### config.mk
export PLATFORM = sky130hd
export DESIGN_NAME = aoh_queue
export DESIGN_NICKNAME = d
export VERILOG_FILES = /design/src/sv/aoh_pkg.sv /design/src/sv/aoh_queue.sv
export SDC_FILE = /design/constraint.sdc
export NUM_CORES = 1
export LEC_CHECK = 0
export ABC_AREA = 1
export BUFFER_PORTS_ARGS = -buffer_cell sky130_fd_sc_hd__buf_2
export CELL_PAD_IN_SITES_DETAIL_PLACEMENT = 2
export CELL_PAD_IN_SITES_GLOBAL_PLACEMENT = 2
export CORE_ASPECT_RATIO = 0.9
export CORE_MARGIN = 3
export CORE_UTILIZATION = 35
export CTS_BUF_LIST = sky130_fd_sc_hd__clkbuf_8
export CTS_CLUSTER_SIZE = 24
export DETAILED_ROUTE_END_ITERATION = 7
export PLACE_DENSITY_LB_ADDON = 0.3
export SKIP_CTS_REPAIR_TIMING = 1
export SLEW_MARGIN = 20
export SYNTH_ARGS = -nofsm -noshare
export SYNTH_HDL_FRONTEND = slang
export SYNTH_SLANG_ARGS = --single-unit
### constraint.sdc
create_clock -name clock -period 13.5 [get_ports clock]
set_input_delay 2.025 -clock clock [delete_from_list [all_inputs] [get_ports clock]]
set_output_delay 2.025 -clock clock [all_outputs]
set_load 0.05 [all_outputs]
### src/sv/aoh_pkg.sv
// ----------------------------------------------------------------------------
// aoh_pkg
// Types, constants and codes of the allocation occupancy histogram.
// ----------------------------------------------------------------------------
`default_nettype none

package aoh_pkg;

   localparam int BUCKETS      = 1024;
   localparam int LIVE_ENTRIES = 256;
   localparam int COLOR_LEVELS = 256;

   localparam int BKT_AW  = (BUCKETS > 1) ? $clog2(BUCKETS) : 1;
   localparam int LIM_W   = $clog2(BUCKETS + 1);
   localparam int LIVE_AW = (LIVE_ENTRIES > 1) ? $clog2(LIVE_ENTRIES) : 1;
   localparam int SCAN_W  = $clog2(LIVE_ENTRIES + 1);
   localparam int QDEPTH  = 2;
   localparam int QAW     = 1;
   localparam int QCW     = 2;

   localparam int ADDR_W    = 64;
   localparam int BIDX_W    = 10;
   localparam int SHIFT_W   = 6;
   localparam int BCNT_W    = 11;
   localparam int CSR_IDX_W = 3;
   localparam int STATUS_W  = 2;
   localparam int COLOR_W   = 8;

   // register indexes
   localparam logic [CSR_IDX_W-1:0] REG_BASE_ADDRESS  = 3'd0;
   localparam logic [CSR_IDX_W-1:0] REG_QUANTUM_SHIFT = 3'd1;
   localparam logic [CSR_IDX_W-1:0] REG_BUCKET_COUNT  = 3'd2;
   localparam logic [CSR_IDX_W-1:0] REG_FIRST_SAMPLE  = 3'd3;
   localparam logic [CSR_IDX_W-1:0] REG_PAST_SAMPLE   = 3'd4;
   localparam logic [CSR_IDX_W-1:0] REG_SAMPLE_STRIDE = 3'd5;

   // result status codes
   localparam logic [STATUS_W-1:0] STATUS_OK           = 2'd0;
   localparam logic [STATUS_W-1:0] STATUS_UNKNOWN      = 2'd1;
   localparam logic [STATUS_W-1:0] STATUS_FULL         = 2'd2;
   localparam logic [STATUS_W-1:0] STATUS_UNCLASSIFIED = 2'd3;

   typedef enum logic [2:0] {
      OP_READ,
      OP_MALLOC,
      OP_REALLOC,
      OP_FREE,
      OP_NONE
   } op_type;

   typedef enum logic [3:0] {
      ST_CLEAR,
      ST_IDLE,
      ST_SEARCH,
      ST_COMMIT,
      ST_WSETUP,
      ST_WSTART,
      ST_WRD,
      ST_WWR,
      ST_BREAD,
      ST_BCOLOR,
      ST_DONE
   } back_state_type;

   typedef struct packed {
      logic [ADDR_W-1:0]  base_address;
      logic [SHIFT_W-1:0] quantum_shift;
      logic [BCNT_W-1:0]  bucket_count;
   } cfg_type;

   typedef struct packed {
      op_type             op;
      logic [ADDR_W-1:0]  old_address;
      logic [ADDR_W-1:0]  request_size;
      logic [ADDR_W-1:0]  new_address;
      logic [BIDX_W-1:0]  bucket_index;
      logic               sample_due;
   } item_type;

   typedef struct packed {
      logic [STATUS_W-1:0] status;
      logic                sample_due;
      logic [ADDR_W-1:0]   bucket_bytes;
      logic                bucket_used;
      logic [COLOR_W-1:0]  bucket_color;
   } rsp_type;

   typedef struct packed {
      logic clearing;
   } back_stat_type;

endpackage

`default_nettype wire

### src/sv/aoh_queue.sv
// ----------------------------------------------------------------------------
// aoh_queue
// Short FIFO of classified items between front and back.
// ----------------------------------------------------------------------------
`default_nettype none

module aoh_queue (
   input  wire logic              clock,
   input  wire logic              reset,
   input  wire logic              push,
   input  wire aoh_pkg::item_type push_item,
   input  wire logic              pop,
   output      aoh_pkg::item_type head,
   output      logic              full,
   output      logic              empty
);
   import aoh_pkg::*;

   item_type         slot_ff [QDEPTH];
   logic [QAW-1:0]   wr_ptr_ff, wr_ptr_in;
   logic [QAW-1:0]   rd_ptr_ff, rd_ptr_in;
   logic [QCW-1:0]   cnt_ff, cnt_in;

   assign full  = (cnt_ff == QCW'(QDEPTH));
   assign empty = (cnt_ff == '0);
   assign head  = slot_ff[rd_ptr_ff];

   always_comb begin
      wr_ptr_in = wr_ptr_ff;
      rd_ptr_in = rd_ptr_ff;
      cnt_in    = cnt_ff;
      if (push) begin
         wr_ptr_in = (wr_ptr_ff == QAW'(QDEPTH - 1)) ? '0 : wr_ptr_ff + 1'b1;
      end
      if (pop) begin
         rd_ptr_in = (rd_ptr_ff == QAW'(QDEPTH - 1)) ? '0 : rd_ptr_ff + 1'b1;
      end
      if (push && !pop) begin
         cnt_in = cnt_ff + 1'b1;
      end else if (pop && !push) begin
         cnt_in = cnt_ff - 1'b1;
      end
   end

   always_ff @(posedge clock) begin
      if (reset) begin
         wr_ptr_ff <= '0;
         rd_ptr_ff <= '0;
         cnt_ff    <= '0;
      end else begin
         wr_ptr_ff <= wr_ptr_in;
         rd_ptr_ff <= rd_ptr_in;
         cnt_ff    <= cnt_in;
      end
   end

   always_ff @(posedge clock) begin
      if (push) begin
         slot_ff[wr_ptr_ff] <= push_item;
      end
   end
endmodule

`default_nettype wire

[Yosys cells after proc, flatten, opt, wreduce, memory -nomap -nowiden]
Memory sizes are Yosys's and may differ from the RTL's. A register that Yosys moved wholly into a read port is not among the register bits.
Cells that the tools add are included.
Operators by class
  muxes and demuxes: 8
  multiply operators: 0
  add/sub/neg operators: 4
  divide/modulo/power cells: 0
  bitwise gates (word level): 0
  reduce and logical (&&, ||, !) cells: 6
  shifts and indexed selects: 0
  order comparisons: 0
  eq/ne operators: 1
Operator list (count)
  1-bit 2-to-1 mux: 6
  2-bit 2-to-1 mux: 2
  1-bit adder, second input constant: 2
  2-bit by 1-bit adder with 2-bit output, second input constant: 1
  2-bit equality test, second input constant: 1
  1-bit logical AND: 2
  1-bit logical NOT: 2
  2-bit logical NOT: 1
  2-bit nonzero test: 1
  2-bit by 1-bit subtractor with 2-bit output, second input constant: 1
Word-level totals
  register bits after elaboration: 4
  bits of input ports: 210
  latch bits: 0
  memories: 1
  bits in writable memories: 412
  bits in read-only memories: 0
  output and inout bits: 208
Memory list
  slot_ff: words 2, width 206, read ports 1, clocked after Yosys merged registers in 1, wr ports 1, RTL line aoh_queue.sv:19  | item_type slot_ff [QDEPTH];

[Depth between registers and ports, before layout]
Gate-level depths: netlist of run 1.
  word-level depth: 4
  gate-level depth with buffers: 8

[Least setup slack after synthesis of run 1]
No wires, ideal clock.
  path type: input to register
  start: input push
  end: memory slot_ff[0][0] in the netlist's numbering (enable)
  path slack: 2.046 ns
  path buffers: 0
  cell stages on the path: 2
  data arrival time: 10.673 ns
  required time: 12.719 ns
  path through: inv_1 -> nor2_1
Between the ends
  cells in the longest elaborated chain, start to end: 2
RTL lines
  start, declared: RTL line aoh_queue.sv:10  | input wire logic push,
  1-bit 2-to-1 mux: RTL line aoh_queue.sv:58  | if (push) begin
  1-bit 2-to-1 mux (not written as such): RTL line aoh_queue.sv:59  | slot_ff[wr_ptr_ff] <= push_item;
  end, declared: RTL line aoh_queue.sv:19
No other way between the ends.

==> impl_metrics.tcl, run 1 <==
set metrics [dict create \
    antenna_found_initial 6 \
    slew_headroom_pct 32.27 \
    grt_pass1_vias 8870 \
    postSynthAreaPerCell_um2 23.24 \
    drt-met1-wl_um 16730 \
    path_buf_inv 3 \
    ant_nets 0 \
    end_kind "output pin" \
    comb_power_share_pct 17.1 \
    p_sw_share_pct 28.98 \
    p_sw_mw 0.8837 \
    timing_worst_setup_path_type "reg -> out" \
    finish.utilization_pct 44.89 \
    drc 0 \
    crit_slowest_cell "buf_4" \
    synthDistinctLibCells 16 \
    placed_cell_area_um2 18350 \
    maxSlewViolCount 0 \
    cp_top_family "buffers and inverters" \
    drtIter0Drc 365 \
    clock.fmax_mhz 169.8 \
    cts.sinks 417 \
    layout-drive-gt1-share_pct 59.87 \
    route.met2.wl_um 21100 \
    cts_tree "built" \
    synth_nets 885 \
    top_layer_used "met5" \
    dp_cells 1668 \
    routedWlPerCell_um 23.11 \
    layout_commonest_cell "buf_2" \
    p_clk_share_pct 32.7 \
    routed_wl_um 41410 \
    hold_viol_final 0 \
    period_needed_ns 5.890 \
    dieArea_um2 47330 \
    ios 418 \
    row_count 72 \
    cellLeakagePower_nw 7.671 \
    ys_seq_area_share_pct 79.62 \
    synth_area_leaders "edfxtp_1, mux2_4, mux2_2" \
    p_seq_share_pct 50.2 \
    fin_area_um2 19570 \
    whs_endpoint "rd_ptr_ff" \
    met3_length_um 2852 \
    cts_root_buf "clkbuf_8" \
    slowest_delay_ns 0.91 \
    ff2ff_setup_slack_ns 10.40 \
    crit_chain "buf_4 -> buf_4 -> mux2_2 -> buf_2" \
    dr.pass1.iters 4 \
    r2r-end "slot_ff[0][140]" \
    setup_viol 0 \
    synth_area_um2 15670 \
    ys_ff_latch 417 \
    post-place-ws_ns 8.136 \
    min_path_type "reg -> reg" \
    clk_pin_slew_ns 0.06 \
    fin_crit_sh_pct 43.63 \
    yosysTopAreaCell "edfxtp_1" \
    grt-ovfl-total 0 \
    fin_setup_tns_ns 0 \
    rsz0062_at_grt "no" \
    start_util_pct 35.93 \
    syn_inst 674 \
    port_buffers 417 \
    dr_total_vias 8080 \
    layout_common_cells "buf_2, edfxtp_1, mux2_4, clkbuf_8, mux2_2" \
    gp_congestion 0.7762 \
    p_per_area_nw_per_um2 155.8 \
    outcome "complete, no violations" \
    total_power_mw 3.049 \
    worstMarginPinSlew_ns 1.016 \
    h-tree-depth 3 \
    dieHeight_um 206.7 \
    coreArea_um2 43600 \
    r2r-start "wr_ptr_ff" \
    clkLatencyLatePin_ns 0.63 \
    holdPathStages 2 \
    syn2layout_area_growth_pct 24.94 \
    clock_skew_ns 0.01186 \
    synth_top_area_share_pct 78.98 \
    internal_power_mw 2.165 \
    die_w_um 229 \
    maxCapViolCount 0 \
    holdWs_ns 0.5149 \
    nets 1359 \
    hpwl_um 29240 \
    cp.required_ns 11.48 \
    timing.final.ws_setup_ns 7.610 \
    vdd_drop_max_mv 0.1135 \
    avgViaCountPerCell 4.509 \
    critPathArrivalTime_ns 3.86 \
    fillerInstances 4151 \
    grt_pass1_wl_um 59530 \
    cts_buffers 70 \
    path_max_fanout 57 \
    grt_max_degree 75 \
    grtUsageTotal_pct 17.17 \
    reg2reg_depth 3 \
    yosys_warnings 0 \
    min-delay-start "rd_ptr_ff" \
    clockBufferDepth 3 \
    path_common_cell "buf_4" \
    stdcell_count 1792 \
    cp-start-kind "register" \
]
[area by class of cell]
class                   instances  area (um2)  share of cell area (%)
multi-input cells             225        2945                   15.05
well taps                     592       740.7                   3.785
repair buffers                425        2147                   10.97
flip-flops and latches        417       12480                   63.74
clock buffers                  74        1018                   5.204
inverters                       9       41.29                  0.2110
diodes                          4       10.01                 0.05114
clock inverters                46       192.7                  0.9845
[worst max-delay path by stage]
stage                     startpoint       endpoint  slack, ns  cells past startpoint
after global routing        register      head[186]       7.30                      4
after detailed placement    register      head[186]       8.14                      4
after floorplan                 push  slot_ff[0][0]       2.05                      2
after CTS                   register      head[186]       7.41                      4
final                       register      head[186]       7.61                      4
after global placement      register      head[186]       8.22                      4
[power by group through the flow]
stage	Sequential (mW)	Combinational [mW]	Clock, mW
floorplan	1.56	0.406	0
global placement	1.55	0.518	0
detailed placement	1.56	0.529	0
CTS	1.53	0.530	1.04
global route	1.54	0.546	1.10
finish	1.53	0.522	0.997
[sequential cells by signal, summed over array words and instances, names as in the netlist, named ones only]
signal	flops
slot_ff	412
cnt_ff	2
rd_ptr_ff	1
wr_ptr_ff	1
[cell usage after synthesis]
library cell / n
mux2_2: 66
buf_6: 17
nor2_1: 7
ha_1: 1
nand2_1: 5
nand4_1: 1
xnor2_1: 1
inv_1: 9
mux2_4: 140
a21oi_1: 1
nor3_1: 1
o21ai_0: 1
edfxtp_1: 412
buf_2: 6
nand3_1: 1
dfxtp_1: 5
[tightest hold or removal path, delay by kind of cell (launching register included)]
kind	cells	cell delay, ns
xor+xnor	1	0.09
flops	1	0.32
simple gates	1	0.07
[routing by layer]
layer,vias to the layer above,GRT usage [%]
met5,-,0
met4,4,4.637
met3,64,6.518
met2,285,29.65
met1,4094,20.31
li1,3633,-
[kinds of logic after synthesis]
family / count (synthesis) / share of synthesized area, %
simple gates: 15 / 0.3914
xor+xnor: 1 / 0.05592
compound gates: 2 / 0.06384
buf+inv: 32 / 1.629
flops: 417 / 79.62
fa+ha+maj: 1 / 0.07986
mux: 206 / 18.16
Power figures use the tool's default switching activity.
==> run 2, diff against run 1 <==
--- a/config.mk
+++ b/config.mk
@@ -5,7 +5,7 @@
 export SDC_FILE = /design/constraint.sdc
 export NUM_CORES = 1
 export LEC_CHECK = 0
-export ABC_AREA = 1
+export ABC_AREA = 0
 export BUFFER_PORTS_ARGS = -buffer_cell sky130_fd_sc_hd__buf_2
 export CELL_PAD_IN_SITES_DETAIL_PLACEMENT = 2
 export CELL_PAD_IN_SITES_GLOBAL_PLACEMENT = 2
==> constraint.sdc (replaced) <==
create_clock -name clock -period 5.5 [get_ports clock]
set_input_delay 0.825 -clock clock [delete_from_list [all_inputs] [get_ports clock]]
set_output_delay 0.825 -clock clock [all_outputs]
set_load 0.05 [all_outputs]
==> run 2 against run 1 <==
  * Worst hold slack worse by 0.12 ns
  * Sequential share of layout area up 0.078 points
  * Register-to-register slack worse by 7.0 ns
  * Area after synthesis down 0.14%
  * Synthesized cell count down 1.6%
  * Non-clock buffer count down 1
  * Global-route usage down 0.33 points
  * Cell count down 0.84%
  * Design area down 0.12%
  * Die area down 0.13%
  * Routed wire length down 2.6%
  * Critical endpoint is now head[49]
  * Highest routed layer unchanged
==> impl_metrics.tcl, run 2 <==
set metrics [dict create \
    maxCapViolCount 0 \
    fillerInstances 4103 \
    cts_root_buf "clkbuf_8" \
    grt.met3_usage_pct 6.737 \
    yosys_warnings 0 \
    fin_area_um2 19550 \
    outcome "complete, no violations" \
    h-tree-depth 3 \
    period_needed_ns 3.445 \
    ys_ff_latch 417 \
    clock.fmax_mhz 290.3 \
    grt_max_degree 105 \
    postSynthAreaPerCell_um2 23.60 \
    p_sw_share_pct 29.45 \
    nets 1347 \
    row_count 72 \
    layout-drive-gt1-share_pct 60.17 \
    grtUsageTotal_pct 16.84 \
    end_kind "output pin" \
    clkLatencyLatePin_ns 0.62 \
    internal_power_mw 5.320 \
    synth-edff-count 412 \
    clockBufferDepth 3 \
    routed_wl_um 40320 \
    dieArea_um2 47270 \
    coreArea_um2 43510 \
    met2_usage_pct 29.06 \
    gp_congestion 0.7139 \
    antenna_found_initial 8 \
    timing_worst_setup_path_type "reg -> out" \
    synth_ff_type "edfxtp_1" \
    hpwl_um 28030 \
    layout_commonest_cell "buf_2" \
    grt_pass1_wl_um 59030 \
    dr_total_vias 8036 \
    slew_headroom_pct 49.19 \
    synth_top_area_share_pct 79.09 \
    comb_power_share_pct 18.4 \
    post-place-ws_ns 2.672 \
    maxSlewViolCount 0 \
    port_buffers 417 \
    ys_seq_area_share_pct 79.72 \
    synth.top_cells.by_count "edfxtp_1, mux2_4, mux2_2" \
    setup_viol 0 \
    rsz0062_at_grt "no" \
    timing.final.ws_setup_ns 2.055 \
    grt-ovfl-total 0 \
    grt_util_met1_pct 19.45 \
    busiest_layer "met2" \
    drc 0 \
    start_util_pct 35.95 \
    synth_nets 874 \
    placed_cell_area_um2 18380 \
    cp.required_ns 4.68 \
    cellLeakagePower_nw 7.630 \
    grt_pass1_vias 9067 \
    syn2layout_area_growth_pct 24.95 \
    reg.largest.list "slot_ff x412, cnt_ff x2" \
    critPathArrivalTime_ns 2.62 \
    drtIter0Drc 366 \
    total_power_mw 7.542 \
    vdd_drop_max_mv 0.3129 \
    fin_setup_tns_ns 0 \
    cp-start-kind "register" \
    avgViaCountPerCell 4.522 \
    cts_tree "built" \
    min_path_type "in -> reg" \
    p_clk_share_pct 31.5 \
    clk_pin_slew_ns 0.06 \
    top_register "slot_ff" \
    synth_area_leaders "edfxtp_1, mux2_4, mux2_2" \
    syn_inst 663 \
    p_per_area_nw_per_um2 385.8 \
    p_seq_share_pct 50.1 \
    clock_skew_ns 0.02418 \
    cts_buffers 70 \
    synth_area_um2 15640 \
    routedWlPerCell_um 22.69 \
    regArea_um2 12480 \
    path_max_fanout 93 \
    multi_input_area_um2 2957 \
    synth.most_common_cell "edfxtp_1" \
    die_w_um 228.9 \
    fin_crit_sh_pct 62.63 \
    largest_register_ffs 412 \
    cts.sinks 417 \
    ios 418 \
    hold_viol_final 0 \
    ant_nets 0 \
    p_sw_mw 2.221 \
    dieHeight_um 206.6 \
    holdWs_ns 0.3975 \
    async_reset_ff_share_pct 0 \
    yosysTopAreaCell "edfxtp_1" \
    synthDistinctLibCells 16 \
    layout_common_cells "buf_2, edfxtp_1, mux2_4, clkbuf_8, mux2_2" \
    worstMarginPinSlew_ns 0.7621 \
    dr.pass1.iters 4 \
]
-- run 2: cells by family (layout without fill, tap and decap cells) --
kind of cell | after synthesis | after routing | share of synthesized area (%)
DFF | 417 | 417 | 79.72
AOI/OAI and AO/OA | 2 | 2 | 0.06392
buffers and inverters | 24 | 541 | 1.440
xor gates and xnor gates | 4 | 4 | 0.2240
muxes | 206 | 206 | 18.19
and+or+nand+nor | 9 | 9 | 0.2800
other | 0 | 5 | 0
adders and majority gates | 1 | 1 | 0.07997
-- run 2: power by group through the flow --
stage | sequential, mW | combinational, mW | clock, mW
6_report | 3.78 | 1.39 | 2.38
5_1_grt | 3.80 | 1.45 | 2.63
3_5_place_dp | 3.85 | 1.41 | 0
4_1_cts | 3.78 | 1.41 | 2.49
3_3_place_gp | 3.83 | 1.38 | 0
2_1_floorplan | 3.83 | 1.06 | 0
-- run 2: worst paths after layout --
path                            cells past startpoint  slack, ns         endpoint     startpoint
worst min-delay path                                1       0.40   slot_ff[1][63]  push_item[63]
worst min register to register                      2       0.52        cnt_ff[1]      cnt_ff[1]
worst max-delay path                                3       2.06         head[49]       register
worst max register to register                      2       3.37  slot_ff[1][145]      wr_ptr_ff
-- run 2: cell type report --
| type | count | share of cell area [%] |
|---|---|---|
| sequential | 417 | 63.82 |
| multi-input combinational | 222 | 15.13 |
| timing repair buffer | 424 | 11.27 |
| clock buffer | 71 | 4.999 |
| tap | 592 | 3.789 |
| clock inverter | 45 | 0.9153 |
| antenna | 5 | 0.06401 |
| inverter | 1 | 0.01920 |
-- run 2: metrics by stage --
stage,cells,util (%)
final,1777,44.92
after floorplan,663,-
after global placement,1656,42.24
after detailed placement,1656,42.24
after CTS,1772,44.90
after global routing,1774,44.91
-- run 2: worst max-delay path, stage by stage (launching register included) --
cell	delay [ns]
dfxtp_4	0.68
buf_12	0.58
mux2_4	0.35
buf_2	0.22
-- run 2: layer usage --
layer / wire, um / part of all wire (%)
met1: 15500 / 38
met5: 81 / 0.20
met4: 922 / 2.3
met2: 20720 / 51
met3: 3087 / 7.7
==> run 3, diff against run 2 <==
==> constraint.sdc (replaced) <==
create_clock -name clock -period 3.2 [get_ports clock]
set_input_delay 0.48 -clock clock [delete_from_list [all_inputs] [get_ports clock]]
set_output_delay 0.48 -clock clock [all_outputs]
set_load 0.05 [all_outputs]
==> run 3 against run 2 <==
  * Power rose by 80%
  * Clock power rose by 84%
  * Die area did not move
  * Via count rose by 12%
  * First-iteration DRC count rose by 29%
  * Combinational power rose by 92%
  * Cell count rose by 12%
  * Register-to-register slack got worse by 1.9 ns
  * Clock-buffer cell count rose by 2
  * Global-route usage rose by 0.31 points
  * Design area rose by 11%
  * Sequential share of layout area fell by 6.4 points
  * Critical endpoint is now head[2]
  * Largest power group unchanged
==> impl_metrics.tcl, run 3 (synthesis results as in run 2) <==
set metrics [dict create \
    outcome "complete, no violations" \
    min-delay-start "push_item[12]" \
    clockBufferDepth 3 \
    port_buffers 417 \
    fin_setup_tns_ns 0 \
    grt_max_degree 80 \
    setup_viol 0 \
    largest_register_ffs 412 \
    critPathArrivalTime_ns 2.43 \
    holdPathStages 1 \
    grt_pass1_vias 9182 \
    grtUsageTotal_pct 17.16 \
    dieArea_um2 47270 \
    start_util_pct 35.95 \
    ios 418 \
    grt.met3_usage_pct 6.586 \
    path_max_fanout 28 \
    clock_skew_ns 0.02826 \
    die_w_um 228.9 \
    nets 1553 \
    cp-start-kind "register" \
    hold_viol_final 0 \
    end_kind "output pin" \
    cp.required_ns 2.72 \
    clock.fmax_mhz 344.0 \
    ff2ff_setup_slack_ns 1.49 \
    worstMarginPinSlew_ns 0.6365 \
    cellLeakagePower_nw 8.590 \
    layout_common_cells "buf_2, edfxtp_1, dlygate4sd3_1, mux2_4, clkbuf_8" \
    met2_usage_pct 29.93 \
    drc 0 \
    dr.pass1.iters 4 \
    min_path_type "in -> reg" \
    slew_headroom_pct 57.56 \
    cts.sinks 417 \
    r2r-start "wr_ptr_ff" \
    maxSlewViolCount 0 \
    reg2reg_depth 2 \
    dieHeight_um 206.6 \
    ant_nets 0 \
    period_needed_ns 2.907 \
    layout_commonest_cell "buf_2" \
    routed_wl_um 48200 \
    syn2layout_area_growth_pct 38.81 \
    drtIter0Drc 471 \
    row_count 72 \
    reg.largest.list "slot_ff x412, cnt_ff x2" \
    rsz0062_at_grt "no" \
    timing_worst_setup_path_type "reg -> out" \
    cts_buffers 71 \
    vdd_drop_max_mv 0.5070 \
    h-tree-depth 3 \
    top_register "slot_ff" \
    hpwl_um 28750 \
    dr_total_vias 9036 \
    fin_crit_sh_pct 90.85 \
    grt_pass1_wl_um 60070 \
    layout-drive-gt1-share_pct 52.26 \
    busiest_layer "met2" \
    grt_util_met1_pct 19.57 \
    r2r-end "slot_ff[1][41]" \
    cts_tree "built" \
    gp_congestion 0.7260 \
    coreArea_um2 43510 \
    clkLatencyLatePin_ns 0.66 \
    clk_pin_slew_ns 0.06 \
    avgViaCountPerCell 4.545 \
    p_per_area_nw_per_um2 624.4 \
    maxCapViolCount 0 \
    antenna_found_initial 5 \
    grt-ovfl-total 0 \
    fillerInstances 3983 \
    whs_endpoint "slot_ff[0][12]" \
    total_power_mw 13.56 \
    cts_root_buf "clkbuf_8" \
    routedWlPerCell_um 24.24 \
]
-- run 3: per-layer routing --
layer | vias up | share of wire [%]
li1 | 4015 | -
met2 | 307 | 54
met4 | 4 | 1.9
met1 | 4639 | 38
met3 | 71 | 5.9
met5 | - | 0.048
-- run 3: stage by stage --
stage | hold WS (ns) | cell area [um2] | worst slack, ns | instances | utilization, %
final | 0.03836 | 21710 | 0.2927 | 1988 | 49.91
after global routing | -0.02082 | 21710 | 0.1417 | 1986 | 49.89
after CTS | -0.05976 | 19760 | 0.1810 | 1789 | 45.41
after detailed placement | 0.5160 | 18540 | 0.9176 | 1667 | 42.60
after global placement | 0.4943 | 18540 | 0.9636 | 1667 | 42.60
after floorplan | 0.4608 | 15650 | -0.7985 | 663 | -
-- run 3: how the worst max path moves through the flow --
stage,startpoint,to,slack [ns]
global placement,register,head[72],0.96
global route,register,head[2],0.14
floorplan,push,slot_ff[0][0],-0.80
detailed placement,register,head[28],0.92
finish,register,head[2],0.29
CTS,register,head[28],0.18
-- run 3: area by class of cell --
class	instances	area [um2]	area share, %
sequential	417	12480	57.45
timing repair buffer	629	4302	19.81
multi-input combinational	222	2957	13.62
clock buffer	73	1005	4.627
tap	592	740.7	3.411
clock inverter	49	219.0	1.008
antenna	5	12.51	0.05762
inverter	1	3.754	0.01729
-- run 3: worst max-delay path, cell delays in order (launching register included) --
cell	delay [ns]
dfxtp_4	0.76
buf_4	0.42
mux2_2	0.39
buf_2	0.22
-- run 3: where the power goes --
group / leakage, nW / switching, mW / internal, mW / total, mW
Sequential: 3.91 / 0.129 / 6.38 / 6.51
Combinational: 3.93 / 1.77 / 0.902 / 2.67
Clock: 0.746 / 2.25 / 2.12 / 4.38
