<file path="src/sv/aoh_pkg.sv">
// ----------------------------------------------------------------------------
// aoh_pkg
// Types, constants and codes of the allocation occupancy histogram.
// ----------------------------------------------------------------------------
`default_nettype none

package aoh_pkg;

   localparam int BUCKETS      = 1024;
   localparam int LIVE_ENTRIES = 256;
   localparam int COLOR_LEVELS = 256;

   localparam int BKT_AW  = (BUCKETS > 1) ? $clog2(BUCKETS) : 1;
   localparam int LIM_W   = $clog2(BUCKETS + 1);
   localparam int LIVE_AW = (LIVE_ENTRIES > 1) ? $clog2(LIVE_ENTRIES) : 1;
   localparam int SCAN_W  = $clog2(LIVE_ENTRIES + 1);
   localparam int QDEPTH  = 2;
   localparam int QAW     = 1;
   localparam int QCW     = 2;

   localparam int ADDR_W    = 64;
   localparam int BIDX_W    = 10;
   localparam int SHIFT_W   = 6;
   localparam int BCNT_W    = 11;
   localparam int CSR_IDX_W = 3;
   localparam int STATUS_W  = 2;
   localparam int COLOR_W   = 8;

   // register indexes
   localparam logic [CSR_IDX_W-1:0] REG_BASE_ADDRESS  = 3'd0;
   localparam logic [CSR_IDX_W-1:0] REG_QUANTUM_SHIFT = 3'd1;
   localparam logic [CSR_IDX_W-1:0] REG_BUCKET_COUNT  = 3'd2;
   localparam logic [CSR_IDX_W-1:0] REG_FIRST_SAMPLE  = 3'd3;
   localparam logic [CSR_IDX_W-1:0] REG_PAST_SAMPLE   = 3'd4;
   localparam logic [CSR_IDX_W-1:0] REG_SAMPLE_STRIDE = 3'd5;

   // result status codes
   localparam logic [STATUS_W-1:0] STATUS_OK           = 2'd0;
   localparam logic [STATUS_W-1:0] STATUS_UNKNOWN      = 2'd1;
   localparam logic [STATUS_W-1:0] STATUS_FULL         = 2'd2;
   localparam logic [STATUS_W-1:0] STATUS_UNCLASSIFIED = 2'd3;

   typedef enum logic [2:0] {
      OP_READ,
      OP_MALLOC,
      OP_REALLOC,
      OP_FREE,
      OP_NONE
   } op_type;

   typedef enum logic [3:0] {
      ST_CLEAR,
      ST_IDLE,
      ST_SEARCH,
      ST_COMMIT,
      ST_WSETUP,
      ST_WSTART,
      ST_WRD,
      ST_WWR,
      ST_BREAD,
      ST_BCOLOR,
      ST_DONE
   } back_state_type;

   typedef struct packed {
      logic [ADDR_W-1:0]  base_address;
      logic [SHIFT_W-1:0] quantum_shift;
      logic [BCNT_W-1:0]  bucket_count;
   } cfg_type;

   typedef struct packed {
      op_type             op;
      logic [ADDR_W-1:0]  old_address;
      logic [ADDR_W-1:0]  request_size;
      logic [ADDR_W-1:0]  new_address;
      logic [BIDX_W-1:0]  bucket_index;
      logic               sample_due;
   } item_type;

   typedef struct packed {
      logic [STATUS_W-1:0] status;
      logic                sample_due;
      logic [ADDR_W-1:0]   bucket_bytes;
      logic                bucket_used;
      logic [COLOR_W-1:0]  bucket_color;
   } rsp_type;

   typedef struct packed {
      logic clearing;
   } back_stat_type;

endpackage

`default_nettype wire

</file>
<file path="src/sv/aoh_ifs.sv">
// ----------------------------------------------------------------------------
// aoh channel interfaces
// Request, response and register write channels, valid/ready.
// ----------------------------------------------------------------------------
`default_nettype none

interface aoh_req_if;
   import aoh_pkg::*;
   logic                valid;
   logic                ready;
   logic                func;
   logic [ADDR_W-1:0]   old_address;
   logic [ADDR_W-1:0]   request_size;
   logic [ADDR_W-1:0]   new_address;
   logic [BIDX_W-1:0]   bucket_index;
   modport source (output valid, func, old_address, request_size, new_address,
                   bucket_index, input ready);
   modport sink (input valid, func, old_address, request_size, new_address,
                 bucket_index, output ready);
endinterface


interface aoh_csr_if;
   import aoh_pkg::*;
   logic                 valid;
   logic                 ready;
   logic [CSR_IDX_W-1:0] index;
   logic [ADDR_W-1:0]    data;
   modport source (output valid, index, data, input ready);
   modport sink (input valid, index, data, output ready);
endinterface

`default_nettype wire

</file>
<file path="src/sv/aoh_front.sv">
// ----------------------------------------------------------------------------
// aoh_front
// Register file, request intake, event classification and sampling counters.
// ----------------------------------------------------------------------------
`default_nettype none

module aoh_front (
   input  wire logic                   clock,
   input  wire logic                   reset,
   aoh_req_if.sink                     req_bus,
   aoh_csr_if.sink                     csr_bus,
   input  wire aoh_pkg::back_stat_type stat,
   input  wire logic                   q_full,
   output      logic                   q_push,
   output      aoh_pkg::item_type      q_item,
   output      aoh_pkg::cfg_type       cfg
);
   import aoh_pkg::*;

   logic [ADDR_W-1:0]  base_ff, first_ff, past_ff, stride_ff;
   logic [SHIFT_W-1:0] shift_ff;
   logic [BCNT_W-1:0]  count_ff;
   logic [ADDR_W-1:0]  event_ff, event_in;
   logic [ADDR_W-1:0]  phase_ff, phase_in;
   logic [ADDR_W-1:0]  stride_eff, phase_inc;
   logic               in_window, due, accept;
   op_type             op;

   assign csr_bus.ready = 1'b1;
   assign req_bus.ready = !q_full && !stat.clearing;
   assign accept        = req_bus.valid && req_bus.ready;

   always_comb begin
      if (req_bus.func) begin
         op = OP_READ;
      end else if (req_bus.old_address == '0 && req_bus.new_address != '0) begin
         op = OP_MALLOC;
      end else if (req_bus.old_address != '0 && req_bus.new_address != '0) begin
         op = OP_REALLOC;
      end else if (req_bus.old_address != '0 && req_bus.request_size == '0
                   && req_bus.new_address == '0) begin
         op = OP_FREE;
      end else begin
         op = OP_NONE;
      end
   end

   // sampling window and stride phase
   assign stride_eff = (stride_ff == '0) ? ADDR_W'(1) : stride_ff;
   assign in_window  = (event_ff >= first_ff);
   assign phase_inc  = phase_ff + 1'b1;
   assign due        = in_window && (event_ff < past_ff) && (phase_ff == '0);

   always_comb begin
      event_in = event_ff;
      phase_in = phase_ff;
      if (accept && !req_bus.func) begin
         event_in = event_ff + 1'b1;
         if (in_window) begin
            phase_in = (phase_inc >= stride_eff) ? '0 : phase_inc;
         end
      end
   end

   assign q_push = accept;
   always_comb begin
      q_item.op           = op;
      q_item.old_address  = req_bus.old_address;
      q_item.request_size = req_bus.request_size;
      q_item.new_address  = req_bus.new_address;
      q_item.bucket_index = req_bus.bucket_index;
      q_item.sample_due   = !req_bus.func && due;
   end

   assign cfg.base_address  = base_ff;
   assign cfg.quantum_shift = shift_ff;
   assign cfg.bucket_count  = count_ff;

   always_ff @(posedge clock) begin
      if (reset) begin
         base_ff   <= '0;
         shift_ff  <= '0;
         count_ff  <= BCNT_W'(1024);
         first_ff  <= '0;
         past_ff   <= '1;
         stride_ff <= ADDR_W'(1);
         event_ff  <= '0;
         phase_ff  <= '0;
      end else begin
         event_ff <= event_in;
         phase_ff <= phase_in;
         if (csr_bus.valid && csr_bus.ready) begin
            case (csr_bus.index)
               REG_BASE_ADDRESS:  base_ff   <= csr_bus.data;
               REG_QUANTUM_SHIFT: shift_ff  <= csr_bus.data[SHIFT_W-1:0];
               REG_BUCKET_COUNT:  count_ff  <= csr_bus.data[BCNT_W-1:0];
               REG_FIRST_SAMPLE:  first_ff  <= csr_bus.data;
               REG_PAST_SAMPLE:   past_ff   <= csr_bus.data;
               REG_SAMPLE_STRIDE: stride_ff <= csr_bus.data;
               default: ;
            endcase
         end
      end
   end
endmodule

`default_nettype wire

</file>
<file path="src/flat_wrapper.sv">
// flat-port wrapper written by rule: the top's interface ports become plain ports
module aoh_front_flat import aoh_pkg::*;
  (clock, reset, stat, q_full, q_push, q_item, cfg, req_bus_valid, req_bus_func, req_bus_old_address, req_bus_request_size, req_bus_new_address, req_bus_bucket_index, req_bus_ready, csr_bus_valid, csr_bus_index, csr_bus_data, csr_bus_ready);
  aoh_req_if req_bus_i ();
  aoh_csr_if csr_bus_i ();
  input  wire logic clock;
  input  wire logic reset;
  input  wire aoh_pkg::back_stat_type stat;
  input  wire logic q_full;
  output      logic q_push;
  output      aoh_pkg::item_type q_item;
  output      aoh_pkg::cfg_type cfg;
  input wire logic [$bits(req_bus_i.valid)-1:0] req_bus_valid;
  input wire logic [$bits(req_bus_i.func)-1:0] req_bus_func;
  input wire logic [$bits(req_bus_i.old_address)-1:0] req_bus_old_address;
  input wire logic [$bits(req_bus_i.request_size)-1:0] req_bus_request_size;
  input wire logic [$bits(req_bus_i.new_address)-1:0] req_bus_new_address;
  input wire logic [$bits(req_bus_i.bucket_index)-1:0] req_bus_bucket_index;
  output wire logic [$bits(req_bus_i.ready)-1:0] req_bus_ready;
  input wire logic [$bits(csr_bus_i.valid)-1:0] csr_bus_valid;
  input wire logic [$bits(csr_bus_i.index)-1:0] csr_bus_index;
  input wire logic [$bits(csr_bus_i.data)-1:0] csr_bus_data;
  output wire logic [$bits(csr_bus_i.ready)-1:0] csr_bus_ready;
  assign req_bus_i.valid = req_bus_valid;
  assign req_bus_i.func = req_bus_func;
  assign req_bus_i.old_address = req_bus_old_address;
  assign req_bus_i.request_size = req_bus_request_size;
  assign req_bus_i.new_address = req_bus_new_address;
  assign req_bus_i.bucket_index = req_bus_bucket_index;
  assign req_bus_ready = req_bus_i.ready;
  assign csr_bus_i.valid = csr_bus_valid;
  assign csr_bus_i.index = csr_bus_index;
  assign csr_bus_i.data = csr_bus_data;
  assign csr_bus_ready = csr_bus_i.ready;
  aoh_front u_core (.clock(clock), .reset(reset), .req_bus(req_bus_i), .csr_bus(csr_bus_i), .stat(stat), .q_full(q_full), .q_push(q_push), .q_item(q_item), .cfg(cfg));
endmodule
</file>
<file path="config.mk">
export PLATFORM = sky130hd
export DESIGN_NAME = aoh_front_flat
export DESIGN_NICKNAME = d
export VERILOG_FILES = /design/src/sv/aoh_pkg.sv /design/src/sv/aoh_ifs.sv /design/src/sv/aoh_front.sv /design/src/flat_wrapper.sv
export SDC_FILE = /design/constraint.sdc
export NUM_CORES = 1
export LEC_CHECK = 0
export BUFFER_PORTS_ARGS = -buffer_cell sky130_fd_sc_hd__buf_2
export CAP_MARGIN = 20
export CORE_AREA = 2 2 279 281
export DETAILED_ROUTE_END_ITERATION = 6
export DIE_AREA = 0 0 281 283
export GPL_TIMING_DRIVEN = 0
export HOLD_SLACK_MARGIN = 0.03
export PLACE_DENSITY_LB_ADDON = 0.1
export RECOVER_POWER = 25
export SYNTH_ARGS = -nofsm -noshare
export SYNTH_HDL_FRONTEND = slang
export SYNTH_SLANG_ARGS = --single-unit
</file>
<file path="constraint.sdc">
create_clock -name clock -period 4.8 [get_ports clock]
set_input_delay 0.48 -clock clock [delete_from_list [all_inputs] [get_ports clock]]
set_output_delay 0.48 -clock clock [all_outputs]
set_load 0.02 [all_outputs]
</file>
### After elaboration in Yosys (flattened, before gate mapping)

Cells that the tools add are included.

| operators by class | value |
|---|---|
| add/subtract/negate cells | 2 |
| muxes and demuxes | 6 |
| magnitude comparators | 3 |
| equal/unequal tests | 5 |
| reduce and logical (&&, ||, !) cells | 28 |

Operator list:

| kind | count |
|---|---|
| zero test 64 bit | 5 |
| adder 64 x 1 -> 64 bit (second input constant) | 2 |
| greater-or-equal comparator 64 bit | 2 |
| two-way mux 64 bit | 2 |
| nonzero test 64 bit | 2 |
| < comparator 64 bit | 1 |
| AND reduction 2 bit | 7 |
| two-way mux 3 bit | 4 |
| logical AND 1 bit | 10 |
| equality test 3 x 2 -> 1 bit (second input constant) | 2 |
| equality test 3 bit (second input constant) | 2 |
| equality test 3 x 1 -> 1 bit (second input constant) | 1 |
| zero test 1 bit | 3 |
| zero test 3 bit | 1 |

| storage, ports and cells | value |
|---|---|
| register bits | 401 |
| bits of input ports | 276 |
| output and inout port bits | 290 |

### Longest topological paths before layout

Gate-level depths: netlist of the first run.

| logic depth | value |
|---|---|
| depth in word-level cells | 7 |
| mapped depth | 19 |

### Least setup slack after synthesis of the first run

Ideal clock, no wire load.

| path | value |
|---|---|
| path type | reg-to-reg |
| start | register u_core.phase_ff[0] |
| end | register u_core.phase_ff[59] |
| library setup time | 0.117 ns |
| required time | 4.683 ns |
| cell stages (with the launch flop) | 20 |
| arrival time | 4.892 ns |
| setup slack | -0.209 ns |
| path through | dfxtp_1 -> ha_1 -> nand2_1 -> or4_1 -> buf_6 -> nor4b_4 -> nand4_2 -> or3_4 -> nor2_4 -> xor2_1 -> ha_1 -> nand4_1 -> or4_1 -> or4_1 -> nor2_1 -> o311a_1 -> or3_1 -> nor2_2 -> clkbuf_1 -> a32o_1 |

| on the way | value |
|---|---|
| longest elaborated chain between the ends | 3 |

Ends and longest elaborated chain:

| item | line | RTL |
|---|---|---|
| from (decl) | aoh_front.sv:24 | `logic [ADDR_W-1:0] phase_ff, phase_in;` |
| from (signal assigned) | aoh_front.sv:91 | `phase_ff <= phase_in;` |
| adder 64 x 1 -> 64 bit * | aoh_front.sv:51 | `assign phase_inc = phase_ff + 1'b1;` |
| greater-or-equal comparator 64 bit | aoh_front.sv:60 | `phase_in = (phase_inc >= stride_eff) ? '0 : phase_inc;` |
| two-way mux 64 bit * | aoh_front.sv:60 |  |

Every way passes the cells marked *; elsewhere a longest branch is shown, timed or not.
A chain may end at the register's enable or synchronous reset.

### Final worst setup path of the first run

| path | value |
|---|---|
| start | register u_core.phase_ff[33] |
| end | register u_core.phase_ff[33] |

Same word-level chain as after synthesis.

==> results of run 1 <==
[cells in the final DEF, fill, tap and decap left out, drive strengths merged, types with 48 or more instances in the layout]
cell    instances
a21oi         291
buf           660
clkbuf        332
dfxtp         401
ha            194
inv           216
nand2         576
nand3          66
nand4          83
nor2          130
nor4           96
o211ai         68
o21ai          51
xnor2          48
xor2           64
[stage by stage]
step / setup TNS [ns] / util / hold slack (ns) / cells
2_1_floorplan: 0 / - / 0.436 / 2875
3_3_place_gp: -76.74 / 0.349 / 0.442 / 4466
3_5_place_dp: -74.00 / 0.351 / 0.445 / 4473
4_1_cts: -16.34 / 0.379 / 0.123 / 4588
5_1_grt: -17.62 / 0.382 / 0.147 / 4604
6_report: -7.86 / 0.382 / 0.156 / 4605
[worst paths after layout]
| kind | start | end | slack, ns | depth (start not counted) |
|---|---|---|---|---|
| hold reg to reg | u_core.base_ff[35] | u_core.base_ff[35] | 0.45 | 2 |
| setup reg to reg | u_core.phase_ff[33] | u_core.phase_ff[33] | -0.20 | 16 |
| setup / recovery | u_core.phase_ff[33] | u_core.phase_ff[33] | -0.20 | 16 |
| hold / removal | csr_bus_data[63] | u_core.first_ff[63] | 0.16 | 3 |
[logic make-up (layout without fill, tap and decap cells)]
family,count (synthesis),in the layout,synth area share
flops,401,401,0.353
mux,7,7,0.00309
compound gates,531,531,0.144
other cells,1,4,0.000165
simple gates,1086,1086,0.225
xor+xnor,112,112,0.0432
fa+ha+maj,194,194,0.107
buf+inv,543,1230,0.124
[power breakdown]
| group | leakage (nW) | switching (mW) | total [mW] | internal (mW) |
|---|---|---|---|---|
| logic | 8.46 | 0.719 | 1.12 | 0.396 |
| registers | 3.26 | 0.0291 | 3.41 | 3.38 |
| clock network | 0.863 | 1.61 | 4.02 | 2.42 |
[sequential cells by signal, summed over array words and instances (netlist names)]
name,cells
u_core.event_ff,64
u_core.stride_ff,64
u_core.shift_ff,6
u_core.count_ff,11
u_core.past_ff,64
u_core.first_ff,64
u_core.phase_ff,64
u_core.base_ff,64
[per-layer routing]
layer  track usage  share of wire  wire length, µm
met1         0.314           0.47            44300
met3        0.0335          0.054             5150
met5             0        0.00032               30
met4        0.0439          0.016             1540
met2         0.378           0.46            43500
[final cells by class]
class / count / area share
multi-input cells: 1931 / 0.419
flip-flops and latches: 401 / 0.276
repair buffers: 597 / 0.102
plain buffers: 325 / 0.0710
clock buffers: 70 / 0.0491
well taps: 1040 / 0.0444
inverters: 216 / 0.0277
clock inverters: 22 / 0.0107
diodes: 3 / 0.000256
[critical path: stages (launching register included)]
cell and delay [ns]:
dfxtp_1 0.44, and4_2 0.30, nand4_1 0.19, or2_2 0.38
or4_4 0.58, or2_4 0.28, xnor2_1 0.16, ha_1 0.29
nand4_1 0.13, or4_4 0.46, or4_4 0.48, o2111ai_4 0.26
a21o_1 0.18, or3_4 0.18, nor2_4 0.10, clkbuf_16 0.23
a32o_1 0.24
[repair_timing]
action | CTS | global route
resized for setup | 74 | 67
setup buffers | 19 | 15
setup endpoints to repair | 65 | 64
pin swaps | 33 | 49
gates cloned | 4 | 1
==> results_tabular.tex, run 1 <==
\begin{tabular}{lr}
\hline
Metric & Value \\
\hline
\multicolumn{2}{l}{\textbf{Yosys}} \\
FF+latch count, synth & 401 \\
Sequential fraction of the synthesis area & 0.353 \\
EDFF count, synth & 0 \\
Area contributors post-synth & dfxtp\_1 (35\%), ha\_1 (11\%), nand2\_1 (9.5\%) \\
Most instantiated cells after synthesis & nand2\_1 (575), dfxtp\_1 (401), a21oi\_1 (291), inv\_1 (216), buf\_4 (203) \\
Largest area contributor in the netlist & dfxtp\_1 \\
Area share of the largest cell type after synthesis & 0.353 \\
Share of synthesized flip-flops with an asynchronous set or reset & 0 \\
Gate count of the mapped netlist & 2875 \\
Post-synth cell types & 70 \\
Most instantiated library cell after synthesis & nand2\_1 \\
Avg Synthesized Cell Area & 7.90 µm² \\
Total of warnings raised by yosys & 0 \\
Post-synth design cell area & 22700 µm² \\
Prevailing post-synth register cell & dfxtp\_1 \\
Total nets after synthesis & 3345 \\
\multicolumn{2}{l}{\textbf{Floorplan}} \\
Die area & 79500 µm² \\
Die Y & 283 µm \\
Std-Cell Core Area & 76700 µm² \\
Die X-Extent & 281 µm \\
Initial Util & 0.296 \\
Number of top-level design ports & 566 \\
Number of placement rows & 102 \\
\multicolumn{2}{l}{\textbf{STA}} \\
Setup repair after global routing missed its margin & yes \\
Hold violation count in the final report & 0 \\
Final-report setup violation count & 55 \\
Tmin final & 5.00 ns \\
Fraction of the cycle the final worst path needs & 1.04 \\
Worst Slack Setup Final & -0.197 ns \\
Highest clock frequency the design can meet & 200 MHz \\
Rel. slew slack & 0.254 \\
Count of final max-slew check failures & 0 \\
Final clock skew & 0.0399 ns \\
Transition at the pin with the smallest max-transition slack & 1.12 ns \\
\multicolumn{2}{l}{\textbf{Cells and area}} \\
Final nets & 3992 \\
Layout cell share with drive strength beyond 1 & 0.238 \\
Area taken by flip-flops and latches & 8080 µm² \\
Number of filler instances in the final layout & 8180 \\
Area grow syn2layout & 28.9\% \\
Final instance area & 29300 µm² \\
Footprint of the multi-input gates & 12300 µm² \\
\multicolumn{2}{l}{\textbf{Pwr}} \\
Total power divided by cell area & 292 nW/µm² \\
IR drop worst, VDD & 0.245 mV \\
Pleak & 12.6 nW \\
Total power of the final layout & 8.55 mW \\
\multicolumn{2}{l}{\textbf{Global route}} \\
Pin count of the biggest net entering global routing & 15 \\
Overflow left after global routing & 0 \\
Vias in the first global route & 21200 \\
Global-route wire length before repair & 138 mm \\
Total GRT Usage & 0.228 \\
Number of antenna violations at the first check in global routing & 11 \\
\multicolumn{2}{l}{\textbf{Status}} \\
Run status & finished, violations left \\
Violated checks & setup timing \\
\multicolumn{2}{l}{\textbf{Placed design}} \\
Worst Setup Slack post-DPL & -1.23 ns \\
Placer congestion estimate & 0.954 \\
Buffers added on ports & 551 \\
Post-DP HPWL & 76.0 mm \\
Placement Cell Area & 26900 µm² \\
\multicolumn{2}{l}{\textbf{Drt}} \\
Via count & 22200 \\
DRC violations left & 0 \\
Number of DRC violations after detailed-routing iteration 0 & 1460 \\
Vias per cell & 4.82 \\
Average wire per standard cell & 20.5 µm \\
Number of antenna-violating nets in the routed design & 0 \\
Final wirelength & 94.6 mm \\
Router iterations before antenna repair & 5 \\
\multicolumn{2}{l}{\textbf{Worst setup path}} \\
Kind of end point of the critical path & register \\
Worst endpoint required time & 5.29 ns \\
Worst setup path category & register to register \\
Data arrival time of the worst path & 5.48 ns \\
Maximum net fanout on the critical path & 8 \\
Critical Path Source Type & register \\
\multicolumn{2}{l}{\textbf{CTS}} \\
CTS H-tree depth & 2 \\
Root buffer cell & clkbuf\_16 \\
Cts-stage hold buffer count & 0 \\
Clock insertion delay at the later pin of the skew report & 0.62 ns \\
CTS tree & yes \\
Clock sink total & 401 \\
Number of clock buffers inserted by TritonCTS & 50 \\
Bufs on Longest Clock Path & 3 \\
Post-CTS clock slew at the launch and capture registers of the worst setup and hold paths & 0.06 ns \\
\multicolumn{2}{l}{\textbf{Min path}} \\
Hold Path Class & input pin to register \\
\multicolumn{2}{l}{\textbf{Flow run}} \\
Max-cap check violation count & 0 \\
\hline
\end{tabular}
Note: power is estimated with default switching activity, not from simulation.
==> run 2: changes to the inputs <==
==> constraint.sdc (replaced) <==
create_clock -name clock -period 5.3 [get_ports clock]
set_input_delay 1.06 -clock clock [delete_from_list [all_inputs] [get_ports clock]]
set_output_delay 1.06 -clock clock [all_outputs]
set_load 0.02 [all_outputs]
==> run 2 against run 1 <==
Against the previous run:
- the run now ends clean
- routed wire length decreased by 1.3%
- combinational power down 12%
- first-iteration DRC count is 15% lower
- critical endpoint is now u_core.phase_ff[48]
- largest cell class unchanged
- largest power group unchanged
==> results_tabular.tex, run 2 (synthesis results as in run 1) <==
\begin{tabular}{lr}
\hline
Metric & Value \\
\hline
\multicolumn{2}{l}{\textbf{Status}} \\
Run status & completed (was finished, violations left) \\
\multicolumn{2}{l}{\textbf{Drt}} \\
Total met3 wirelength after detailed routing & 4.64 mm (was 5.15 mm) \\
Vias per cell & 4.82 (about the same) \\
Number of antenna-violating nets in the routed design & 0 (unchanged) \\
Number of DRC violations after detailed-routing iteration 0 & 1235 (was 1460) \\
Highest routed metal layer & met5 (unchanged) \\
Average wire per standard cell & 20.3 µm (was 20.5 µm) \\
Metal-1 WL & 43.9 mm (was 44.3 mm) \\
Via count & 22100 (was 22200) \\
Final wirelength & 93.4 mm (was 94.6 mm) \\
Router iterations before antenna repair & 5 (unchanged) \\
Met2 routed WL & 42.4 mm (was 43.5 mm) \\
DRC violations left & 0 (unchanged) \\
\multicolumn{2}{l}{\textbf{STA}} \\
Transition at the pin with the smallest max-transition slack & 1.10 ns (was 1.12 ns) \\
Fraction of the cycle the final worst path needs & 0.967 (was 1.04) \\
Count of final max-slew check failures & 0 (unchanged) \\
Tmin final & 5.13 ns (was 5.00 ns) \\
Final clock skew & 0.0360 ns (was 0.0399 ns) \\
Hold violation count in the final report & 0 (unchanged) \\
Worst-case hold slack & 0.452 ns (was 0.156 ns) \\
Setup TNS & 0 ns (was -7.86 ns) \\
Highest clock frequency the design can meet & 195 MHz (was 200 MHz) \\
Setup repair after global routing missed its margin & yes (unchanged) \\
Rel. slew slack & 0.266 (was 0.254) \\
Final-report setup violation count & 0 (was 55) \\
\multicolumn{2}{l}{\textbf{Placed design}} \\
Placement Cell Area & 26800 µm² (was 26900 µm²) \\
Placer congestion estimate & 1.01 (was 0.954) \\
Post-DP HPWL & 75.5 mm (was 76.0 mm) \\
Buffers added on ports & 551 (unchanged) \\
\multicolumn{2}{l}{\textbf{CTS}} \\
Clock insertion delay at the later pin of the skew report & 0.60 ns (was 0.62 ns) \\
Clock sink total & 401 (unchanged) \\
CTS H-tree depth & 2 (unchanged) \\
Post-CTS clock slew at the launch and capture registers of the worst setup and hold paths & 0.06 ns (about the same) \\
Number of clock buffers inserted by TritonCTS & 49 (was 50) \\
Root buffer cell & clkbuf\_16 (unchanged) \\
Cts-stage hold buffer count & 0 (unchanged) \\
Bufs on Longest Clock Path & 3 (unchanged) \\
CTS tree & yes (unchanged) \\
\multicolumn{2}{l}{\textbf{Cells and area}} \\
Final instance area & 28900 µm² (was 29300 µm²) \\
Layout cell share with drive strength beyond 1 & 0.232 (was 0.238) \\
Area grow syn2layout & 27.1\% (was 28.9\%) \\
Final nets & 3983 (was 3992) \\
Commonest non-fill, non-tap cell in the layout & nand2\_1 (unchanged) \\
Most used cells in the layout excluding fill and tap cells & nand2\_1 (573), buf\_2 (425), dfxtp\_1 (387) (was nand2\_1 (571), buf\_2 (395), dfxtp\_1 (379)) \\
Final core occ & 0.376 (was 0.382) \\
\multicolumn{2}{l}{\textbf{Flow run}} \\
Max-cap check violation count & 0 (unchanged) \\
\multicolumn{2}{l}{\textbf{Worst setup path}} \\
Critical path's slowest cell & o41ai\_1 (was or4\_4) \\
Buf/Inv on CP & 2 (was 1) \\
Reg2reg start & u\_core.stride\_ff[14] (was u\_core.phase\_ff[33]) \\
Worst setup path startpoint & u\_core.stride\_ff[14] (was u\_core.phase\_ff[33]) \\
Worst setup path category & register to register (unchanged) \\
Number of cells on the critical path & 14 (was 16) \\
R2r setup slk & 0.17 ns (was -0.20 ns) \\
Maximum net fanout on the critical path & 6 (was 8) \\
Crit-path cells & nor4\_2 -> nand4\_1 -> o41ai\_1 -> ha\_1 -> nand2b\_1 -> a2111oi\_0 -> or4\_1 -> a311oi\_1 -> o311a\_4 -> or3\_4 -> buf\_4 -> buf\_4 -> or4\_1 -> a31oi\_1 (was and4\_2 -> nand4\_1 -> or2\_2 -> or4\_4 -> or2\_4 -> xnor2\_1 -> ha\_1 -> nand4\_1 -> or4\_4 -> or4\_4 -> o2111ai\_4 -> a21o\_1 -> or3\_4 -> nor2\_4 -> clkbuf\_16 -> a32o\_1) \\
Kind of end point of the critical path & register (unchanged) \\
Dominant delay contributor by cell family on the critical path & simple AND/OR/NAND/NOR gates (unchanged) \\
Critical Path Source Type & register (unchanged) \\
Worst setup path end & u\_core.phase\_ff[48] (was u\_core.phase\_ff[33]) \\
Delay of the slowest cell on the worst path & 0.82 ns (was 0.58 ns) \\
Endpoint of the most critical register-to-register path & u\_core.phase\_ff[48] (was u\_core.phase\_ff[33]) \\
Length in cells of the worst reg-to-reg path & 14 (was 16) \\
Data arrival time of the worst path & 5.63 ns (was 5.48 ns) \\
Worst endpoint required time & 5.80 ns (was 5.29 ns) \\
\multicolumn{2}{l}{\textbf{Global route}} \\
Total GRT Usage & 0.226 (was 0.228) \\
Pin count of the biggest net entering global routing & 13 (was 15) \\
Number of antenna violations at the first check in global routing & 16 (was 11) \\
Global-route wire length before repair & 136 mm (was 138 mm) \\
Vias in the first global route & 20900 (was 21200) \\
Overflow left after global routing & 0 (unchanged) \\
\multicolumn{2}{l}{\textbf{Floorplan}} \\
Die Y & 283 µm (unchanged) \\
Std-Cell Core Area & 76700 µm² (unchanged) \\
Die area & 79500 µm² (unchanged) \\
Initial Util & 0.296 (unchanged) \\
Number of placement rows & 102 (unchanged) \\
Number of top-level design ports & 566 (unchanged) \\
Die X-Extent & 281 µm (unchanged) \\
\multicolumn{2}{l}{\textbf{Min path}} \\
Hold Path Class & register to register (was input pin to register) \\
\multicolumn{2}{l}{\textbf{Pwr}} \\
Total power divided by cell area & 258 nW/µm² (was 292 nW/µm²) \\
Pleak & 12.4 nW (was 12.6 nW) \\
IR drop worst, VDD & 0.212 mV (was 0.245 mV) \\
\hline
\end{tabular}
[run 2: metal layers]
layer	up-vias	GRT usage
met5	-	0
met4	4	0.0559
met3	111	0.0323
met2	599	0.366
met1	10400	0.315
li1	11000	-
[run 2: worst register-to-register path, delay by kind of cell (launching register included)]
kind / cells / cell delay [ns]
buffers and inverters: 2 / 0.28
AND/OR/NAND/NOR: 6 / 2.14
AO/OA/AOI/OAI: 5 / 1.90
flip-flops: 1 / 0.36
adder cells (fa/ha/maj): 1 / 0.36
[run 2: how the worst min path moves through the flow]
stage                           to                start  slack, ns  cells past startpoint
3_3_place_gp    u_core.base_ff[48]   u_core.base_ff[48]       0.44                      2
2_1_floorplan  u_core.first_ff[10]  u_core.first_ff[10]       0.44                      2
6_report       u_core.first_ff[22]  u_core.first_ff[22]       0.45                      2
3_5_place_dp    u_core.base_ff[46]   u_core.base_ff[46]       0.45                      2
4_1_cts         u_core.base_ff[53]   u_core.base_ff[53]       0.45                      2
5_1_grt         u_core.base_ff[29]   u_core.base_ff[29]       0.47                      2
[run 2: cell type report]
class,count,area [µm²]
timing repair buffer,588,2960
inverter,216,811
clock buffer,75,1460
buffer,325,2060
tap,1040,1300
sequential,401,8050
antenna,6,15.0
multi-input combinational,1932,12100
fill,8223,47800
clock inverter,12,125
[run 2: timing repair]
| action | 4_1_cts | 5_1_grt |
|---|---|---|
| cloned | 2 | 4 |
| pin swaps | 6 | 12 |
| hold endpoints to repair | 0 | 0 |
| buffers inserted | 6 | 18 |
| endpoints found under the setup margin | 65 | 64 |
| resized for setup | 43 | 45 |
[run 2: per-stage QoR]
stage / setup WS (ns) / power [mW] / cells
finish: 0.173 / 7.44 / 4595
global route: -0.0373 / 7.73 / 4590
CTS: 0.00203 / 7.52 / 4568
detailed placement: -1.08 / 4.10 / 4473
global placement: -1.06 / 4.10 / 4466
floorplan: 0.291 / 3.64 / 2875
[run 2: power by group]
group / switching, mW / total [mW] / leakage (nW) / internal (mW)
Sequential: 0.0270 / 3.09 / 3.25 / 3.06
Combinational: 0.624 / 0.989 / 8.34 / 0.364
Clock: 1.38 / 3.36 / 0.782 / 1.98
Total: 2.04 / 7.44 / 12.4 / 5.41
